$ cat config.mk
export PLATFORM = sky130hd
export DESIGN_NAME = smhr_ctrl
export DESIGN_NICKNAME = d
export VERILOG_FILES = /design/src/hdl/smhr_pkg.sv /design/src/hdl/smhr_ctrl.sv
export SDC_FILE = /design/constraint.sdc
export NUM_CORES = 1
export LEC_CHECK = 0
export BUFFER_PORTS_ARGS = -buffer_cell sky130_fd_sc_hd__buf_2
export CAP_MARGIN = 15
export CORE_AREA = 2 2 39 41
export CTS_CLUSTER_DIAMETER = 50
export DETAILED_ROUTE_END_ITERATION = 8
export DIE_AREA = 0 0 41 43
export GPL_ROUTABILITY_DRIVEN = 0
export GPL_TIMING_DRIVEN = 0
export PLACE_DENSITY = 0.5
export SLEW_MARGIN = 20
export SYNTH_ARGS = -nofsm -noshare
export SYNTH_HDL_FRONTEND = slang
export SYNTH_SLANG_ARGS = --single-unit
$ cat constraint.sdc
create_clock -name clk -period 3.3 [get_ports clk]
set_clock_uncertainty 0.1 [all_clocks]
set_input_delay 0.33 -clock clk [delete_from_list [all_inputs] [get_ports clk]]
set_output_delay 0.33 -clock clk [all_outputs]
set_load 0.02 [all_outputs]
$ cat src/hdl/smhr_pkg.sv
// Shared types and constants for the SiPM microcell hit register.
// Holds the transaction structs, action, status and register codes, and the
// command/status structs between controller and datapath. No dependencies.
package smhr_pkg;

  // Default sizes of the storage
  localparam int DEF_NUM_SENSORS   = 16;
  localparam int DEF_MAX_TIME_BINS = 32;
  localparam int DEF_MAX_PIX_X     = 16;
  localparam int DEF_MAX_PIX_Y     = 16;

  // Configuration port
  localparam int CFG_IDX_W  = 3;
  localparam int CFG_DATA_W = 6;

  localparam logic [CFG_IDX_W-1:0] CFG_TIME_RESOLVED = 3'd0;
  localparam logic [CFG_IDX_W-1:0] CFG_TIME_BINS     = 3'd1;
  localparam logic [CFG_IDX_W-1:0] CFG_RECOVERY_BINS = 3'd2;
  localparam logic [CFG_IDX_W-1:0] CFG_PIXELS_X      = 3'd3;
  localparam logic [CFG_IDX_W-1:0] CFG_PIXELS_Y      = 3'd4;

  // Register values after reset
  localparam logic       RST_TIME_RESOLVED = 1'b0;
  localparam logic [5:0] RST_TIME_BINS     = 6'd1;
  localparam logic [5:0] RST_RECOVERY_BINS = 6'd1;
  localparam logic [4:0] RST_PIXELS_X      = 5'd16;
  localparam logic [4:0] RST_PIXELS_Y      = 5'd16;

  // Action codes; the remaining code is a no-op
  localparam logic [1:0] ACT_HIT   = 2'd0;
  localparam logic [1:0] ACT_CLEAR = 2'd1;
  localparam logic [1:0] ACT_READ  = 2'd2;

  // Result status codes
  localparam logic STS_OK        = 1'b0;
  localparam logic STS_BIN_RANGE = 1'b1;

  // Saturation limits
  localparam logic [19:0] TOTAL_MAX = 20'hFFFFF;
  localparam logic [15:0] BIN_MAX   = 16'hFFFF;

  typedef struct packed {
    logic [1:0] action;
    logic [3:0] sensor;
    logic [4:0] time_bin;
    logic [3:0] pix_col;
    logic [3:0] pix_row;
    logic [3:0] hit_weight;
  } smhr_in_t;

  typedef struct packed {
    logic [5:0]  newly_lit;
    logic [19:0] sensor_total;
    logic [15:0] bin_count;
    logic        status;
  } smhr_out_t;

  // Controller to datapath
  typedef struct packed {
    logic load;
    logic fetch;
    logic step;
    logic commit;
    logic sweep;
    logic res_load;
  } smhr_cmd_t;

  // Datapath to controller
  typedef struct packed {
    logic [1:0] act;
    logic       sens_ok;
    logic       oor;
    logic       last_step;
    logic       sweep_last;
  } smhr_sts_t;

endpackage

$ cat src/hdl/smhr_ctrl.sv
// Controller of the SiPM microcell hit register: sequences fetch, bin loop,
// commit, clearing sweep and the result handshake. Depends on smhr_pkg.
module smhr_ctrl (
  input  logic                clk,
  input  logic                rst_n,
  input  logic                in_valid,
  output logic                in_ready,
  output logic                out_valid,
  input  logic                out_ready,
  input  smhr_pkg::smhr_sts_t sts,
  output smhr_pkg::smhr_cmd_t cmd
);
  import smhr_pkg::*;

  typedef enum logic [2:0] {
    S_SWEEP,
    S_IDLE,
    S_FETCH,
    S_BINS,
    S_COMMIT,
    S_CLEAR,
    S_DONE
  } state_t;

  state_t state_r;
  logic   out_valid_r;
  logic   out_free;

  assign out_free = !out_valid_r || out_ready;

  // Decode commands from the state
  always_comb begin
    cmd          = '0;
    cmd.load     = (state_r == S_IDLE) && in_valid;
    cmd.fetch    = (state_r == S_FETCH);
    cmd.step     = (state_r == S_BINS);
    cmd.commit   = (state_r == S_COMMIT);
    cmd.sweep    = (state_r == S_SWEEP) || (state_r == S_CLEAR);
    cmd.res_load = (state_r == S_DONE) && out_free;
  end

  assign in_ready  = (state_r == S_IDLE);
  assign out_valid = out_valid_r;

  // Advance the sequence; hold the result valid until it is taken
  always_ff @(posedge clk) begin
    if (!rst_n) begin
      state_r     <= S_SWEEP;
      out_valid_r <= 1'b0;
    end else begin
      if (cmd.res_load) begin
        out_valid_r <= 1'b1;
      end else if (out_ready) begin
        out_valid_r <= 1'b0;
      end
      unique case (state_r)
        S_SWEEP: begin
          if (sts.sweep_last) begin
            state_r <= S_IDLE;
          end
        end
        S_IDLE: begin
          if (in_valid) begin
            state_r <= S_FETCH;
          end
        end
        S_FETCH: begin
          if (sts.act == ACT_CLEAR) begin
            state_r <= S_CLEAR;
          end else if (sts.act == ACT_HIT && sts.sens_ok && !sts.oor) begin
            state_r <= S_BINS;
          end else begin
            state_r <= S_DONE;
          end
        end
        S_BINS: begin
          if (sts.last_step) begin
            state_r <= S_COMMIT;
          end
        end
        S_COMMIT: state_r <= S_DONE;
        S_CLEAR: begin
          if (sts.sweep_last) begin
            state_r <= S_DONE;
          end
        end
        S_DONE: begin
          if (out_free) begin
            state_r <= S_IDLE;
          end
        end
        default: state_r <= S_SWEEP;
      endcase
    end
  end

`ifndef SYNTH
  a_accept_fetch: assert property (@(posedge clk) disable iff (!rst_n)
    in_valid && in_ready |=> state_r == S_FETCH)
    else $error("accepted transaction not followed by fetch");
  a_step_order: assert property (@(posedge clk) disable iff (!rst_n)
    cmd.step |-> $past(state_r) == S_FETCH || $past(state_r) == S_BINS)
    else $error("bin step outside the hit sequence");
  a_result_source: assert property (@(posedge clk) disable iff (!rst_n)
    $rose(out_valid_r) |-> $past(state_r) == S_DONE)
    else $error("result raised outside the done state");
`endif

endmodule

==> results_tabular.tex, run 1 <==
\begin{tabular}{lr}
\hline
Metric & Value \\
\hline
\multicolumn{2}{l}{\textbf{Cells and area}} \\
\quad Nets@finish & between 80 and 90 \\
\quad Count of fill cells added during filler insertion & roughly 160 \\
\quad Register area & 80.08 um2 \\
\quad Relative area change from synthesis to final layout & 36.17\% \\
\quad Multi-input gate area & 245.2 um2 \\
\quad Final Non-Filler Cells & 89 \\
\quad Number of antenna cells inserted & 0 \\
\quad Layout Utilization & 0.3472 \\
\quad Share of layout cells above drive strength 1 & 0.3288 \\
\multicolumn{2}{l}{\textbf{Setup path}} \\
\quad Arrival time at the worst endpoint & 1390 ps \\
\quad Cell with the biggest individual delay on the critical path & sky130\_fd\_sc\_hd\_\_dfxtp\_1 \\
\quad Reg2reg start & state\_r[0] \\
\quad Crit-path max cell delay & 430 ps \\
\quad Crit end category & output port \\
\quad Slack of the worst reg-to-reg path & 1930 ps \\
\quad Most Frequent Cell on Critical Path & sky130\_fd\_sc\_hd\_\_buf\_2 \\
\quad Cell chain of the critical path & buf\_2, nor2\_1, nor3b\_1, buf\_2 \\
\quad R2R Path End & state\_r[2] \\
\quad Data required time at the worst endpoint & around 2900 ps \\
\quad Number of cells on the worst reg-to-reg path & 3 \\
\quad Crit path launch type & register \\
\quad Maximum fanout along the worst path & 10 \\
\quad Setup Crit Path Kind & register to output port \\
\multicolumn{2}{l}{\textbf{Logic synthesis}} \\
\quad Fraction of the mapped netlist area in simple logic gates & 0.3901 \\
\quad Mean post-synth cell area & 6.657 um2 \\
\quad Post-Synth XOR/XNOR Area & 0 \\
\quad \#FFs+latches synth & 4 \\
\quad Area leader, netlist & sky130\_fd\_sc\_hd\_\_dfxtp\_1 \\
\quad Fraction of post-synthesis cell area in the top cell type by area & 0.2270 \\
\quad Net count after synthesis & 63 \\
\quad Yosys warning total & 0 \\
\quad Unique cell type count in the Yosys netlist & 21 \\
\quad Cell types occupying the most area after synthesis & sky130\_fd\_sc\_hd\_\_dfxtp\_1 (23\%), sky130\_fd\_sc\_hd\_\_nor2\_1 (9.6\%), sky130\_fd\_sc\_hd\_\_nor2b\_1 (8.9\%) \\
\quad Share of synthesized area occupied by flip-flops and latches & 0.2270 \\
\quad Mapped cell area & 352.8 um2 \\
\quad Synth Area in Compound Gates & 0.3050 \\
\quad Post-synthesis adder-cell area fraction & 0 \\
\quad Mux contribution to synthesized area & 0 \\
\quad Dominant combinational cell family by area after synthesis & simple AND/OR/NAND/NOR gates \\
\quad Cell count after synthesis & 53 \\
\multicolumn{2}{l}{\textbf{Detailed routing}} \\
\quad Total DRC errors in the routed layout & 0 \\
\quad Post-detailed-route count of antenna-violating nets & 0 \\
\quad Wire length per cell & 10.44 um \\
\quad Drt via density & $\sim$4.8 \\
\quad 1st-pass router iterations & 2 \\
\quad Total via count after detailed routing & 430 \\
\quad Final wirelength & 929 um \\
\quad First DRT Iteration DRCs & 2 \\
\multicolumn{2}{l}{\textbf{Clocking}} \\
\quad Cell at the root of the clock tree & sky130\_fd\_sc\_hd\_\_clkbuf\_4 \\
\quad Skew-Pair Late Insertion Delay & $\sim$240 ps \\
\quad CTS tree & built \\
\quad H-tree depth reported by CTS & 1 \\
\quad Clock Tree Buf Depth & 2 \\
\quad Post-CTS Setup Repair Bufs & 0 \\
\quad CTS clk-pin slew, worst paths & 40 ps \\
\quad Clock Sinks & 4 \\
\quad Resized cells post-CTS & 0 \\
\quad Num CTS Buffers & 3 \\
\quad Number of buffers added to fix hold violations after cts & 0 \\
\multicolumn{2}{l}{\textbf{Worst hold path}} \\
\quad Source of the worst hold timing path & rst\_n \\
\quad Sink of the worst hold path & state\_r[2] \\
\quad Hold path cells & 3 \\
\quad Hold WC Path Type & input pin to register \\
\multicolumn{2}{l}{\textbf{Place}} \\
\quad Cell Count Post-Placement & 86 \\
\quad Port Buf Inserts & 17 \\
\quad Pre-CTS WS & $\sim$1700 ps \\
\quad Post-DP HPWL & 744.2 um \\
\multicolumn{2}{l}{\textbf{Floorplanning}} \\
\quad Core region area & approximately 0.0014 mm2 \\
\quad Width of the chip & 41 um \\
\quad Initial core utilization & 0.2550 \\
\quad Number of cell rows & 14 \\
\quad I/O pin total & 18 \\
\quad Die H & 43 um \\
\quad Die area & 0.001763 mm2 \\
\multicolumn{2}{l}{\textbf{GRT}} \\
\quad Number of antenna violations at the first check in global routing & 0 \\
\quad First-pass GRT wire length & 1.538 mm \\
\quad Number of global-route vias before repair & 402 \\
\quad Largest net degree at the start of global routing & 11 \\
\quad Sum of overflow across all layers after global routing & 0 \\
\quad Total Routing Usage GR & 0.1273 \\
\multicolumn{2}{l}{\textbf{Timing}} \\
\quad Period utilisation layout & 0.5504 \\
\quad Final period demand of the worst path & about 1800 ps \\
\quad Actual slew at the worst max-slew pin & 355.0 ps \\
\quad Setup repair after global routing missed its margin & no \\
\quad Least setup slack across all paths after layout & about 1500 ps \\
\quad Final hold viol count & 0 \\
\quad Final Setup Violations & 0 \\
\quad Worst relative slew slack & 0.7572 \\
\quad Peak Freq & 0.5506 GHz \\
\quad Final Max Slew Viols & 0 \\
\quad Accumulated negative setup slack & 0 ps \\
\multicolumn{2}{l}{\textbf{Flow run}} \\
\quad Number of maximum-capacitance constraint violations & 0 \\
\multicolumn{2}{l}{\textbf{Power and ir drop}} \\
\quad Power Dens Cells & about 700 mW/mm2 \\
\quad Peak VDD IR & 235.9 uV \\
\quad Leakage & 0.2237 nW \\
\multicolumn{2}{l}{\textbf{Status}} \\
\quad Status & complete, no violations \\
\hline
\end{tabular}
cell usage after synthesis (all sizes together):
library cell  count
a2111oi           1
a21boi            1
a21oi             3
a22o              1
a31oi             3
and2              1
buf               3
clkbuf            1
dfxtp             4
inv               2
nand2             3
nand2b            4
nor2              9
nor2b             5
nor3              3
nor3b             1
o211ai            2
o21ai             3
o311a             1
o311ai            1
or4               1
cell usage in the layout (no fill, tap or decap):
| cell type | Yosys | final |
|---|---|---|
| sky130_fd_sc_hd__clkbuf_2 | 1 | 1 |
| sky130_fd_sc_hd__a21boi_0 | 1 | 1 |
| sky130_fd_sc_hd__nand2b_1 | 4 | 4 |
| sky130_fd_sc_hd__a31oi_1 | 3 | 3 |
| sky130_fd_sc_hd__and2_1 | 1 | 1 |
| sky130_fd_sc_hd__nand2_1 | 3 | 3 |
| sky130_fd_sc_hd__nor3b_1 | 1 | 1 |
| sky130_fd_sc_hd__a2111oi_0 | 1 | 1 |
| sky130_fd_sc_hd__a22o_1 | 1 | 1 |
| sky130_fd_sc_hd__dfxtp_1 | 4 | 4 |
| sky130_fd_sc_hd__o311ai_0 | 1 | 1 |
| sky130_fd_sc_hd__nor2b_1 | 5 | 5 |
| sky130_fd_sc_hd__inv_1 | 2 | 2 |
| sky130_fd_sc_hd__buf_2 | 3 | 20 |
| sky130_fd_sc_hd__o311a_1 | 1 | 1 |
| sky130_fd_sc_hd__clkbuf_4 | 0 | 3 |
| sky130_fd_sc_hd__o211ai_1 | 2 | 2 |
| sky130_fd_sc_hd__nor2_1 | 9 | 9 |
| sky130_fd_sc_hd__or4_1 | 1 | 1 |
| sky130_fd_sc_hd__o21ai_0 | 3 | 3 |
| sky130_fd_sc_hd__nor3_1 | 3 | 3 |
| sky130_fd_sc_hd__a21oi_1 | 3 | 3 |
area by class of cell:
type / count / share of cell area
Multi-Input combinational cell: 43 / 0.5104
Timing Repair Buffer: 17 / 0.1771
Sequential cell: 4 / 0.1667
Clock buffer: 3 / 0.04687
Buffer: 4 / 0.04167
Tap cell: 16 / 0.04167
Inverter: 2 / 0.01562
routing by layer:
layer / wire length (um) / vias up / global-route usage
li1: - / 230 / -
met1: 444 / 186 / 0.1534
met2: 428 / 12 / 0.1906
met3: 49 / 2 / 0.03141
met4: 8 / 0 / 0.08000
met5: 0 / - / 0
critical path, delay by kind of cell, from the launching register on:
family | cells | cell delay [ps]
DFF | 1 | 430
buffers and inverters | 2 | 440
and+or+nand+nor | 2 | 270
state kept, by name, summed over array words and instances, names as in the netlist:
name,cells
state_r,3
out_valid,1
how the worst max path moves through the flow:
| stage | start | endpoint | depth (start not counted) |
|---|---|---|---|
| after floorplan | state_r[1] | cmd[5] | 4 |
| after global placement | state_r[0] | cmd[1] | 4 |
| after detailed placement | state_r[0] | cmd[1] | 4 |
| after CTS | state_r[0] | cmd[1] | 4 |
| after global routing | state_r[0] | cmd[1] | 4 |
| final | state_r[0] | cmd[1] | 4 |
cells by family after synthesis:
logic type / Yosys count
AND/OR/NAND/NOR: 27
AO/OA/AOI/OAI: 16
buffers and inverters: 6
flip-flops: 4
through the flow:
stage          power, mW  area (um2)  hold WS, ps
5_1_grt           0.3669       480.5        262.1
4_1_cts           0.3398       480.5        254.7
2_1_floorplan     0.2178       352.8        343.8
3_3_place_gp      0.2774       457.9        446.1
6_report          0.3363       480.5        252.1
3_5_place_dp      0.2733       457.9        453.7
where the power goes:
| part | switching (mW) | internal, mW |
|---|---|---|
| clock | 0.0233 | 0.0409 |
| sequential | 0.0100 | 0.0610 |
| combinational | 0.126 | 0.0752 |
No activity file was read; power rests on OpenSTA's default activity.
==> inputs of run 2 (changes only) <==
Settings changed: ABC_AREA set to 1, PLACE_DENSITY 0.5 to 0.62.
Clock period 3.3 ns to 1.5 ns, I/O delays scaled along.
==> run 2 against run 1 <==
Combinational power grew to 4.2 times the previous value. Register-to-register slack worse by 1700 ps. Sequential share of layout area fell by 4.0 points. Synthesized cell count grew 25%. Routed wire length shrank 3.3%. Die area did not move. Critical path type unchanged. Non-clock buffer count up 3. Global-route usage is 1.8 points lower. Highest routed layer is now met3. Largest power group unchanged. Largest cell class unchanged. First-iteration DRC count grew to 3.0 times the previous value. Hold slack got worse by 190 ps.
==> results_tabular.tex, run 2 <==
\begin{tabular}{lr}
\hline
Metric & Value \\
\hline
\multicolumn{2}{l}{\textbf{Cells and area}} \\
\quad Count of fill cells added during filler insertion & 145 \\
\quad Flip-flop count of the largest register, all copies and words added & 3 \\
\quad Most common cell after layout, fill and taps aside & sky130\_fd\_sc\_hd\_\_buf\_2 \\
\quad Area of all placed cells without fillers & 631.9 um2 \\
\quad Final Non-Filler Cells & 106 \\
\quad Share of layout cells above drive strength 1 & 0.5111 \\
\quad Register area & 80.08 um2 \\
\quad Number of antenna cells inserted & 0 \\
\quad Multi-input gate area & $\sim$290 um2 \\
\quad Register bank with the most flops & state\_r \\
\quad Nets@finish & 102 \\
\quad Relative area change from synthesis to final layout & 36.12\% \\
\quad Most used cells in the layout excluding fill and tap cells & sky130\_fd\_sc\_hd\_\_buf\_2 (15), sky130\_fd\_sc\_hd\_\_inv\_1 (10), sky130\_fd\_sc\_hd\_\_nand2\_1 (8), sky130\_fd\_sc\_hd\_\_nor2\_1 (8), sky130\_fd\_sc\_hd\_\_buf\_4 (6) \\
\multicolumn{2}{l}{\textbf{Place}} \\
\quad Area of placed instances & 569.3 um2 \\
\quad Port Buf Inserts & 17 \\
\quad Cell Count Post-Placement & 99 \\
\quad Post-DP HPWL & 719.9 um \\
\multicolumn{2}{l}{\textbf{Flow run}} \\
\quad Number of maximum-capacitance constraint violations & 0 \\
\multicolumn{2}{l}{\textbf{Detailed routing}} \\
\quad Wire length per cell & 8.472 um \\
\quad Post-detailed-route count of antenna-violating nets & 0 \\
\quad Total via count after detailed routing & between 400 and 500 \\
\quad Final wirelength & 898 um \\
\quad Total DRC errors in the routed layout & 0 \\
\quad First DRT Iteration DRCs & 6 \\
\quad 1st-pass router iterations & 4 \\
\quad Drt via density & $\sim$4.5 \\
\multicolumn{2}{l}{\textbf{GRT}} \\
\quad Met1 Usage GRT & 0.1387 \\
\quad Sum of overflow across all layers after global routing & 0 \\
\quad First-pass GRT wire length & between 1 and 1.5 mm \\
\quad Largest net degree at the start of global routing & 10 \\
\quad Routing usage on met3 & 0.06283 \\
\quad Met2 Use GR & 0.1594 \\
\quad Number of antenna violations at the first check in global routing & 0 \\
\quad Number of global-route vias before repair & about 350 \\
\quad Total Routing Usage GR & 0.1095 \\
\quad Highest-utilization routing layer at the global route stage & met2 \\
\multicolumn{2}{l}{\textbf{Floorplanning}} \\
\quad Number of cell rows & 14 \\
\quad Die H & about 43 um \\
\quad Initial core utilization & 0.3354 \\
\quad I/O pin total & 18 \\
\quad Die area & 0.001763 mm2 \\
\quad Core region area & between 0.001 and 0.0015 mm2 \\
\quad Width of the chip & 41 um \\
\multicolumn{2}{l}{\textbf{Timing}} \\
\quad Period utilisation layout & 0.9660 \\
\quad Final Setup Violations & 0 \\
\quad Worst relative slew slack & 0.8527 \\
\quad Final hold viol count & 0 \\
\quad Final period demand of the worst path & 1449 ps \\
\quad Final Max Slew Viols & 0 \\
\quad Hold slack final & between 60 and 70 ps \\
\quad Peak Freq & approximately 0.69 GHz \\
\quad Actual slew at the worst max-slew pin & 219.4 ps \\
\multicolumn{2}{l}{\textbf{Clocking}} \\
\quad H-tree depth reported by CTS & 1 \\
\quad CTS clk-pin slew, worst paths & 40 ps \\
\quad Clock Sinks & 4 \\
\quad Clock Tree Buf Depth & 2 \\
\quad Cell at the root of the clock tree & sky130\_fd\_sc\_hd\_\_clkbuf\_4 \\
\quad Number of buffers added to fix hold violations after cts & 0 \\
\quad CTS tree & built \\
\quad Skew-Pair Late Insertion Delay & 240 ps \\
\quad Num CTS Buffers & 3 \\
\multicolumn{2}{l}{\textbf{Logic synthesis}} \\
\quad Most numerous cell in the Yosys netlist & sky130\_fd\_sc\_hd\_\_inv\_1 \\
\quad Top flip-flop cell by instance count after synthesis & sky130\_fd\_sc\_hd\_\_dfxtp\_1 \\
\quad Unique cell type count in the Yosys netlist & 20 \\
\quad Share of synthesized area occupied by flip-flops and latches & 0.1725 \\
\quad Yosys warning total & 0 \\
\quad Async SR Flop Fraction & 0 \\
\quad \#FFs+latches synth & 4 \\
\quad List of most frequent post-synthesis cells & sky130\_fd\_sc\_hd\_\_inv\_1 (10), sky130\_fd\_sc\_hd\_\_nand2\_1 (9), sky130\_fd\_sc\_hd\_\_nor2\_1 (9) \\
\quad Net count after synthesis & 76 \\
\quad Number of flops mapped to enable cells by yosys & 0 \\
\quad Area leader, netlist & sky130\_fd\_sc\_hd\_\_dfxtp\_1 \\
\quad Mapped cell area & between 400 and 500 um2 \\
\quad Fraction of post-synthesis cell area in the top cell type by area & 0.1725 \\
\quad Cell types occupying the most area after synthesis & sky130\_fd\_sc\_hd\_\_dfxtp\_1 (17\%), sky130\_fd\_sc\_hd\_\_nand3\_2 (8.6\%), sky130\_fd\_sc\_hd\_\_inv\_1 (8.1\%) \\
\quad Cell count after synthesis & between 60 and 70 \\
\quad Mean post-synth cell area & 7.033 um2 \\
\multicolumn{2}{l}{\textbf{Setup path}} \\
\quad Maximum fanout along the worst path & 5 \\
\quad Data required time at the worst endpoint & 1250 ps \\
\quad R2R Path End & state\_r[0] \\
\quad Crit end category & output port \\
\quad Crit path launch type & register \\
\quad Setup Crit Path Kind & register to output port \\
\quad Reg2reg start & state\_r[0] \\
\quad Slack of the worst reg-to-reg path & 200 ps \\
\quad Arrival time at the worst endpoint & 1200 ps \\
\quad Number of cells on the worst reg-to-reg path & 9 \\
\multicolumn{2}{l}{\textbf{Status}} \\
\quad Status & complete, no violations \\
\multicolumn{2}{l}{\textbf{Worst hold path}} \\
\quad Hold WC Path Type & input pin to register \\
\quad Sink of the worst hold path & out\_valid \\
\quad Source of the worst hold timing path & rst\_n \\
\quad Hold path cells & 2 \\
\multicolumn{2}{l}{\textbf{Power and ir drop}} \\
\quad Peak VDD IR & 756.2 uV \\
\quad Power Dens Cells & 1790 mW/mm2 \\
\quad Leakage & about 0.33 nW \\
\hline
\end{tabular}
[run 2: repair_timing]
item	in CTS	in global routing
gates resized for setup	0	4
setup endpoints to repair	0	2
hold endpoints to repair	0	0
setup buffers	0	4
[run 2: kinds of logic after synthesis]
group / Yosys count / synth area share
flops: 4 / 0.1725
buf+inv: 16 / 0.2156
compound gates: 9 / 0.1078
simple gates: 37 / 0.5040
[run 2: worst max path at each step]
stage | startpoint | to
final | state_r[2] | cmd[3]
after global routing | state_r[1] | cmd[0]
after CTS | state_r[2] | cmd[0]
after detailed placement | state_r[2] | cmd[0]
after global placement | state_r[2] | cmd[0]
after floorplan | state_r[0] | state_r[2]
[run 2: worst max-delay path: stages, from the launching register on]
cell                      delay, ps
sky130_fd_sc_hd__dfxtp_1        300
sky130_fd_sc_hd__buf_6          130
sky130_fd_sc_hd__buf_4          150
sky130_fd_sc_hd__nor3_4         200
sky130_fd_sc_hd__buf_2          190
[run 2: area by class of cell]
| class | count | share of cell area |
|---|---|---|
| Timing Repair Buffer | 21 | 0.1901 |
| Inverter | 13 | 0.1050 |
| Multi-Input combinational cell | 46 | 0.4574 |
| Sequential cell | 4 | 0.1267 |
| Tap cell | 16 | 0.03168 |
| Clock buffer | 3 | 0.03564 |
| Buffer | 3 | 0.05347 |
[run 2: layer usage]
layer  up-vias  share of wire
met2        17           0.50
met5         -              0
li1        259              -
met4         0              0
met3         0          0.072
met1       204           0.42
[run 2: through the flow]
stage               power, mW  setup slack, ps    util  TNS, ps
finish                  1.131            51.00  0.4566        0
detailed placement     0.9363            252.9  0.4114        0
global placement       0.9300            259.5  0.4114        0
global route            1.232          -0.8445  0.4566  -0.8445
floorplan              0.7896            265.2       -        0
CTS                     1.070            2.936  0.4277        0
[run 2: power by group]
| part | leakage, nW | switching [mW] | internal [mW] |
|---|---|---|---|
| sequential | 0.0327 | 0.0132 | 0.139 |
| combinational | 0.287 | 0.514 | 0.335 |
| clock | 0.0138 | 0.0412 | 0.0892 |
